===== src/hw/rtl/spq_pkg.sv =====
// shared types and codes for the strict priority queue
package spq_pkg;
   localparam int unsigned CAP_BITS = 7;
   localparam logic [CAP_BITS-1:0] CAP_RESET = 7'd50;

   typedef enum logic [1:0] {
      FUNC_ADD  = 2'd0,
      FUNC_SERVE = 2'd1,
      FUNC_UNDO = 2'd2,
      FUNC_NOP  = 2'd3
   } func_type;

   typedef enum logic [2:0] {
      ST_OK = 3'd0,
      ST_FULL = 3'd1,
      ST_BAD_CLASS = 3'd2,
      ST_EMPTY = 3'd3,
      ST_NO_UNDO = 3'd4
   } status_type;

   localparam logic [1:0] CLS_REGULAR = 2'd0;
   localparam logic [1:0] CLS_ONE = 2'd1;
   localparam logic [1:0] CLS_TWO = 2'd2;
   localparam logic [1:0] CLS_BAD = 2'd3;

   // control from the sequencer to one queue cell
   typedef struct packed {
      logic push;
      logic pop;
   } cell_ctl_type;
endpackage


===== src/hw/rtl/strict_priority_queue_with_undo.sv =====
// top level: three class cells, history stack and the operation sequencer
// start is taken at an edge where busy is low; busy is then high for one cycle, in which
// the queue heads and the history top (fetched from their registered memory ports during
// the idle cycle before) are used and the state is updated. The result word follows with
// rsp_valid high for exactly one cycle, the same cycle in which busy is low again, so the
// next start can be taken at the edge that ends the result cycle. The idle state between
// operations is needed for the registered memory reads.
// The receiver cannot stall, so every result must be taken in its cycle. No clearing pass.
module strict_priority_queue_with_undo #(
   parameter int unsigned QUEUE_DEPTH = 64,
   parameter int unsigned HISTORY_DEPTH = 64,
   parameter int unsigned ID_BITS = 16
) (
   input  logic clock,
   input  logic reset,
   input  logic start,
   output logic busy,
   input  logic [1:0] req_func,
   input  logic [15:0] req_customer_id,
   input  logic [1:0] req_customer_class,
   output logic rsp_valid,
   output logic [2:0] rsp_status,
   output logic [15:0] rsp_entry_id,
   output logic [1:0] rsp_entry_class,
   output logic [6:0] rsp_waiting_count,
   input  logic csr_valid,
   output logic csr_ready,
   input  logic [6:0] csr_capacity_limit
);
   localparam int unsigned HW = (HISTORY_DEPTH > 1) ? $clog2(HISTORY_DEPTH) : 1;
   localparam int unsigned FW = $clog2(HISTORY_DEPTH + 1);
   // the limit register tops out at 127, so a deeper queue never bounds it further
   localparam int unsigned LIM_MAX = (QUEUE_DEPTH < 127) ? QUEUE_DEPTH : 127;

   typedef enum logic [1:0] {
      S_IDLE = 2'b01,
      S_EXEC = 2'b10
   } state_type;

   state_type state_ff, state_in;
   logic [6:0] cap_ff;
   logic [6:0] total_ff;
   logic [HW-1:0] top_ff;
   logic [FW-1:0] fill_ff;
   logic [1:0] func_ff;
   logic [ID_BITS-1:0] cid_ff;
   logic [1:0] ccls_ff;
   logic [ID_BITS+1:0] hist [HISTORY_DEPTH];
   logic [ID_BITS+1:0] hrd_ff;
   logic [HW-1:0] top_dec;

   assign csr_ready = 1'b1;
   assign busy = (state_ff == S_EXEC);
   assign top_dec = (top_ff == '0) ? HW'(HISTORY_DEPTH - 1) : top_ff - 1'b1;

   // cells
   spq_pkg::cell_ctl_type ctl [3];
   logic [ID_BITS-1:0] push_id, head_id [3];
   logic ne [3];
   genvar g;
   for (g = 0; g < 3; g++) begin : g_cell
      spq_cell #(.DEPTH(QUEUE_DEPTH), .ID_BITS(ID_BITS)) u_cell (
         .clock(clock), .reset(reset), .ctl(ctl[g]), .push_id(push_id),
         .head_id(head_id[g]), .not_empty(ne[g]));
   end

   logic [6:0] lim;
   logic full;
   always_comb begin
      lim = (cap_ff < 7'(LIM_MAX)) ? cap_ff : 7'(LIM_MAX);
      full = total_ff >= lim;
   end

   logic [2:0] st;
   logic [ID_BITS-1:0] eid;
   logic [1:0] ecls, rcls;
   logic do_push, do_pop;
   logic [1:0] pcls, pick;
   logic exec;
   always_comb begin
      exec = (state_ff == S_EXEC);
      st = spq_pkg::ST_OK;
      eid = '0;
      ecls = '0;
      do_push = 1'b0;
      do_pop = 1'b0;
      pcls = ccls_ff;
      push_id = cid_ff;
      rcls = (hrd_ff[1:0] == spq_pkg::CLS_BAD) ? spq_pkg::CLS_REGULAR : hrd_ff[1:0];
      if (ne[1]) pick = spq_pkg::CLS_ONE;
      else if (ne[2]) pick = spq_pkg::CLS_TWO;
      else pick = spq_pkg::CLS_REGULAR;
      case (spq_pkg::func_type'(func_ff))
         spq_pkg::FUNC_ADD: begin
            if (full) st = spq_pkg::ST_FULL;
            else if (ccls_ff == spq_pkg::CLS_BAD) st = spq_pkg::ST_BAD_CLASS;
            else begin
               do_push = 1'b1;
               eid = cid_ff;
               ecls = ccls_ff;
            end
         end
         spq_pkg::FUNC_SERVE: begin
            if (!(ne[0] || ne[1] || ne[2])) st = spq_pkg::ST_EMPTY;
            else begin
               do_pop = 1'b1;
               eid = head_id[pick];
               ecls = pick;
            end
         end
         spq_pkg::FUNC_UNDO: begin
            if (fill_ff == '0) st = spq_pkg::ST_NO_UNDO;
            else if (full) st = spq_pkg::ST_FULL;
            else begin
               do_push = 1'b1;
               pcls = rcls;
               push_id = hrd_ff[ID_BITS+1:2];
               eid = hrd_ff[ID_BITS+1:2];
               ecls = rcls;
            end
         end
         default: ;
      endcase
      for (int i = 0; i < 3; i++) begin
         ctl[i].push = exec && do_push && (pcls == 2'(i));
         ctl[i].pop = exec && do_pop && (pick == 2'(i));
      end
      state_in = state_ff;
      case (state_ff)
         S_IDLE: if (start) state_in = S_EXEC;
         S_EXEC: state_in = S_IDLE;
         default: state_in = S_IDLE;
      endcase
   end

   always_ff @(posedge clock) begin
      if (reset) begin
         state_ff <= S_IDLE;
         cap_ff <= spq_pkg::CAP_RESET;
         total_ff <= '0;
         top_ff <= '0;
         fill_ff <= '0;
         rsp_valid <= 1'b0;
      end else begin
         state_ff <= state_in;
         if (csr_valid) cap_ff <= csr_capacity_limit;
         rsp_valid <= exec;
         if (exec) begin
            total_ff <= total_ff + 7'(do_push) - 7'(do_pop);
            if (do_pop) begin
               top_ff <= (top_ff == HW'(HISTORY_DEPTH - 1)) ? '0 : top_ff + 1'b1;
               if (fill_ff != FW'(HISTORY_DEPTH)) fill_ff <= fill_ff + 1'b1;
            end else if (do_push && func_ff == spq_pkg::FUNC_UNDO) begin
               top_ff <= top_dec;
               fill_ff <= fill_ff - 1'b1;
            end
         end
      end
   end

   always_ff @(posedge clock) begin
      if (state_ff == S_IDLE && start) begin
         func_ff <= req_func;
         cid_ff <= ID_BITS'(req_customer_id);
         ccls_ff <= req_customer_class;
      end
      if (exec && do_pop) hist[top_ff] <= {eid, ecls};
      hrd_ff <= hist[top_dec];
      if (exec) begin
         rsp_status <= st;
         rsp_entry_id <= 16'(eid);
         rsp_entry_class <= ecls;
         rsp_waiting_count <= total_ff + 7'(do_push) - 7'(do_pop);
      end
   end
endmodule


===== src/hw/rtl/spq_cell.sv =====
// one class queue cell: circular buffer memory with head, tail and length
module spq_cell #(
   parameter int unsigned DEPTH = 64,
   parameter int unsigned ID_BITS = 16
) (
   input  logic clock,
   input  logic reset,
   input  spq_pkg::cell_ctl_type ctl,
   input  logic [ID_BITS-1:0] push_id,
   output logic [ID_BITS-1:0] head_id,
   output logic not_empty
);
   localparam int unsigned AW = (DEPTH > 1) ? $clog2(DEPTH) : 1;
   localparam int unsigned LW = $clog2(DEPTH + 1);

   logic [ID_BITS-1:0] mem [DEPTH];
   logic [AW-1:0] head_ff, head_in, tail_ff, tail_in;
   logic [LW-1:0] len_ff, len_in;
   logic [ID_BITS-1:0] rd_ff;

   function automatic logic [AW-1:0] wrap_inc(input logic [AW-1:0] p);
      if ({1'b0, p} == AW'(DEPTH - 1)) return '0;
      return p + 1'b1;
   endfunction

   always_comb begin
      head_in = ctl.pop ? wrap_inc(head_ff) : head_ff;
      tail_in = ctl.push ? wrap_inc(tail_ff) : tail_ff;
      len_in = len_ff + LW'(ctl.push) - LW'(ctl.pop);
   end

   always_ff @(posedge clock) begin
      if (reset) begin
         head_ff <= '0;
         tail_ff <= '0;
         len_ff <= '0;
      end else begin
         head_ff <= head_in;
         tail_ff <= tail_in;
         len_ff <= len_in;
      end
   end

   // read the head through a registered port addressed by the next head pointer; write-through when pushing into empty
   always_ff @(posedge clock) begin
      if (ctl.push) mem[tail_ff] <= push_id;
      rd_ff <= mem[head_in];
   end

   logic bypass_ff;
   logic [ID_BITS-1:0] bypass_id_ff;
   always_ff @(posedge clock) begin
      bypass_ff <= ctl.push && (tail_ff == head_in);
      bypass_id_ff <= push_id;
   end

   assign head_id = bypass_ff ? bypass_id_ff : rd_ff;
   assign not_empty = (len_ff != '0);
endmodule

===== config.mk =====
export PLATFORM = sky130hd
export DESIGN_NAME = strict_priority_queue_with_undo
export DESIGN_NICKNAME = d
export VERILOG_FILES = /design/src/hw/rtl/spq_pkg.sv /design/src/hw/rtl/strict_priority_queue_with_undo.sv /design/src/hw/rtl/spq_cell.sv
export SDC_FILE = /design/constraint.sdc
export NUM_CORES = 2
export LEC_CHECK = 0
export BUFFER_PORTS_ARGS = -buffer_cell sky130_fd_sc_hd__buf_2
export CAP_MARGIN = 20
export CORE_ASPECT_RATIO = 1.5
export CORE_UTILIZATION = 40
export CTS_CLUSTER_SIZE = 24
export DETAILED_ROUTE_END_ITERATION = 16
export GPL_TIMING_DRIVEN = 0
export PLACE_DENSITY = 0.58
export SYNTH_ARGS = -nofsm -noshare
export SYNTH_HDL_FRONTEND = slang
export SYNTH_MEMORY_MAX_BITS = 65536
export SYNTH_SLANG_ARGS = --single-unit

===== constraint.sdc =====
create_clock -name clock -period 10.75 [get_ports clock]
set_input_delay 1.075 -clock clock [delete_from_list [all_inputs] [get_ports clock]]
set_output_delay 1.075 -clock clock [all_outputs]
set_load 0.02 [all_outputs]

==> summary.md <==
| Metric | Value |
|---|---|
| Top-level port count | `a little over 60` |
| Crit path max-delay cell type | `a211oi_1` |
| Period minus WS final | `about 6.3 ns` |
| Share of layout cells above drive strength 1 | `0.158` |
| First-pass iteration count of the detailed router | `8` |
| Critical path data arrival time | `between 7 and 8 ns` |
| Core footprint | `approximately 440000 µm²` |
| Worst Skew | `between 0.06 and 0.07 ns` |
| Ys flop type | `edfxtp_1` |
| Routed vias/inst | `slightly below 6` |
| Endpoint class of the critical path | `flop` |
| Multi-input gate area | `about 41000 µm²` |
| H-tree levels | `5` |
| Synth area leader | `edfxtp_1` |
| Critical R2R Capture | `total_ff[6]` |
| DR DRC count | `0` |
| Clk slew on worst S/H paths | `~0.070 ns` |
| Die Width | `between 500 and 600 µm` |
| Worst-path cell chain | `inv_1 -> nand2_1 -> ha_1 -> a21o_1 -> a21o_1 -> a21oi_1 -> o211ai_1 -> a211oi_1 -> clkbuf_1 -> nor2_1 -> ha_1 -> inv_1 -> ha_1 -> inv_1 -> fa_1 -> inv_1 -> a21oi_1 -> o21bai_1 -> a21o_1 -> a21oi_1 -> xnor2_1 -> nand2_1 -> a21oi_1` |
| Total number of vias | `108k` |
| Critical R2R Launch | `cap_ff[6]` |
| Worst setup path endpoint | `total_ff[6]` |
| CP max stage delay | `between 0.8 and 0.9 ns` |
| CTS tree | `yes` |
| Yosys top cell area share | `0.733` |
| Crit-path leading delay family | `compound AO/OA/AOI/OAI gates` |
| Max-cap check violation count | `0` |
| Total Nets Final | `~12k` |
| Hold_buf cts | `0` |
| First-pass GRT wire length | `a little over 800 mm` |
| Critical path type | `reg -> reg` |
| Largest net degree at the start of global routing | `just under 90` |
| Netlist cell types | `between 80 and 90` |
| Total power draw | `between 30 and 40 mW` |
| Fin cells | `about 18k` |
| CTS Buf Count | `roughly 400` |
| Slew margin rel. | `0.0640` |
| Congestion Overflow GR | `0` |
| Fillers | `roughly 37k` |
| Final WL | `roughly 600 mm` |
| Synthesis-to-layout area growth | `15.9%` |
| Critical Path Stages | `23` |
| Yosys warns | `0` |
| RSZ-0062 raised after global routing | `false` |
| Tcrit/Tclk final | `0.586` |
| EDFF count, synth | `around 4.3k` |
| Vias in the first global route | `~110k` |
| Core Rows | `between 200 and 300` |
| Chip height | `around 810 µm` |
| Leakage | `65.6 nW` |
| Reg-to-reg slack, setup | `around 4.5 ns` |
| Post-Syn Nets | `11.5k` |
| Placed inst area | `~190000 µm²` |
| Maximum vdd ir drop | `between 0.15 and 0.2 mV` |
| Avg Cell Area, Syn | `approximately 15 µm²` |
| Synth area leaders | `edfxtp_1 (73%), nand2_1 (5.1%), mux4_2 (4.6%)` |
| FFs w/ async S/R, synth | `0` |
| Worst-Margin Slew | `about 1.4 ns` |
| Register Area | `132000 µm²` |
| Cell area power density | `179 nW/µm²` |
| Crit start category | `flop` |
| Gpl congestion | `around 0.96` |
| Fin area | `203000 µm²` |
| Post-CTS Setup Bufs | `0` |
| Status | `finished, final reports clean` |
| Placed wire-length estimate | `423 mm` |
| Die area | `440000 µm²` |
| Fin util | `0.465` |
| Worst-Skew Late Latency | `about 0.99 ns` |
| Post_cts resized | `0` |
| Fin. Hold Viols | `0` |
| HP Class | `in -> reg` |
| CTS sink cnt | `4444` |
| Port bufs | `59` |
| Max-slew violation count | `0` |
| Placed insts | `approximately 18k` |
| Initial Util | `0.401` |
| Root buffer cell | `clkbuf_16` |
| Post-synthesis cell area | `between 150000 and 200000 µm²` |
| DR iter-0 viols | `between 10k and 15k` |
| Crit path buf inv count | `5` |
| Clock buffer depth | `4` |
| Fmax achieved | `159 MHz` |
| Endpoints failing setup | `0` |
| Drt wl/cell | `between 30 and 40 µm` |
| WP data required | `11.65 ns` |
| Crit path from | `cap_ff[6]` |
| Final hold slack | `between 0.2 and 0.3 ns` |
| Sequential cell area fraction in the yosys report | `0.753` |
| Antenna viol nets, final | `0` |
| Syn Inst Count | `roughly 11k` |
| Reg2Reg Depth | `23` |
| Antenna violations before repair | `52` |
| Synth Register Bits | `about 4.4k` |
| GR Util All Layers | `0.266` |
| Critical-path maximum fanout | `10` |
per-layer routing:
layer | vias to the layer above | routed length, µm | track usage
met1 | 55100 | 202000 | 0.295
met4 | 20 | 51800 | 0.200
li1 | 45600 | - | -
met3 | 1491 | 42500 | 0.0403
met2 | 5380 | 299000 | 0.461
met5 | - | 126 | 0
registers in the layout, indices dropped and copies added, names as in the netlist, 6 cells and up:
signal,flops
cap_ff,7
cid_ff,16
fill_ff,7
g_cell.u_cell.bypass_id_ff,16
g_cell.u_cell.head_ff,18
g_cell.u_cell.len_ff,21
g_cell.u_cell.mem,3072
g_cell.u_cell.rd_ff,48
g_cell.u_cell.tail_ff,18
hist,1152
hrd_ff,18
rsp_entry_id,16
rsp_waiting_count,7
top_ff,6
total_ff,7
placed cells by master, fill, tap and decap left out, types with 117 or more instances in the layout:
cell type / n
dfxtp_1: 172
buf_2: 352
mux2i_1: 261
and3_1: 267
nor2_2: 230
clkbuf_1: 404
a21oi_1: 316
nor2_1: 161
a311oi_1: 117
buf_8: 155
a32oi_1: 146
nand3_1: 645
edfxtp_1: 4272
a31oi_1: 194
clkbuf_16: 411
a211oi_1: 243
nand2_1: 2345
mux4_2: 361
logic make-up after synthesis:
group,after synthesis,synth area share
flops,4444,0.753
simple gates,4062,0.102
compound gates,1406,0.0555
buf+inv,779,0.0193
mux,641,0.0627
xor+xnor,61,0.00305
fa+ha+maj,60,0.00451
other cells,1,0.0000214
cell type report:
cell class                      instances  share of cell area
Antenna cell                           35            0.000432
Clock inverter                        251              0.0125
Multi-Input combinational cell       6231               0.202
Clock buffer                          489              0.0525
Buffer                                716              0.0156
Sequential cell                      4444               0.650
Inverter                               63             0.00117
Timing Repair Buffer                  386              0.0299
Tap cell                             5830              0.0360
metrics by stage:
| stage | TNS [ns] | worst slack (ns) |
|---|---|---|
| after CTS | 0 | 4.33 |
| after global routing | 0 | 4.21 |
| after floorplan | 0 | 5.46 |
| final | 0 | 4.45 |
| after global placement | -122.01 | -0.261 |
| after detailed placement | 0 | 4.37 |
cells in the mapped netlist, types with 17 or more instances:
cell type / n
a32oi_1: 147
a311oi_1: 117
mux2i_1: 262
a31oi_1: 194
a22oi_1: 20
ha_1: 55
a22o_1: 27
nor3_1: 23
nor2b_1: 88
a211oi_1: 245
xnor2_1: 45
a21oi_1: 319
o211ai_1: 22
buf_4: 17
o21ai_0: 97
mux4_2: 361
and3_1: 267
and4_1: 18
nand2_1: 2361
nand3_1: 661
dfxtp_1: 172
edfxtp_1: 4272
inv_1: 62
nand4_1: 74
buf_1: 76
nor4_1: 50
buf_2: 281
clkbuf_1: 336
o22ai_1: 76
nor2_1: 402
worst register-to-register path, delay by kind of cell (launching register included):
family | cells | cell delay (ns)
compound gates | 10 | 2.96
fa+ha+maj | 4 | 1.25
buf+inv | 5 | 0.97
xor+xnor | 1 | 0.38
simple gates | 3 | 0.36
flops | 1 | 0.32
worst min path at each step:
stage,startpoint,slack [ns],endpoint,cells past startpoint
finish,req_func[0],0.26,func_ff[0],1
global route,req_func[1],0.24,func_ff[1],1
CTS,req_func[1],0.20,func_ff[1],1
detailed placement,total_ff[0],0.48,total_ff[0],2
global placement,total_ff[0],0.47,total_ff[0],2
floorplan,state_ff[1],0.45,state_ff[1],1
power breakdown:
group	total [mW]	switching [mW]	internal (mW)
clock network	14.7	6.56	8.13
logic	2.10	1.68	0.421
registers	19.6	0.0238	19.5
total	36.4	8.27	28.1
No activity file was read; power rests on OpenSTA's default activity.
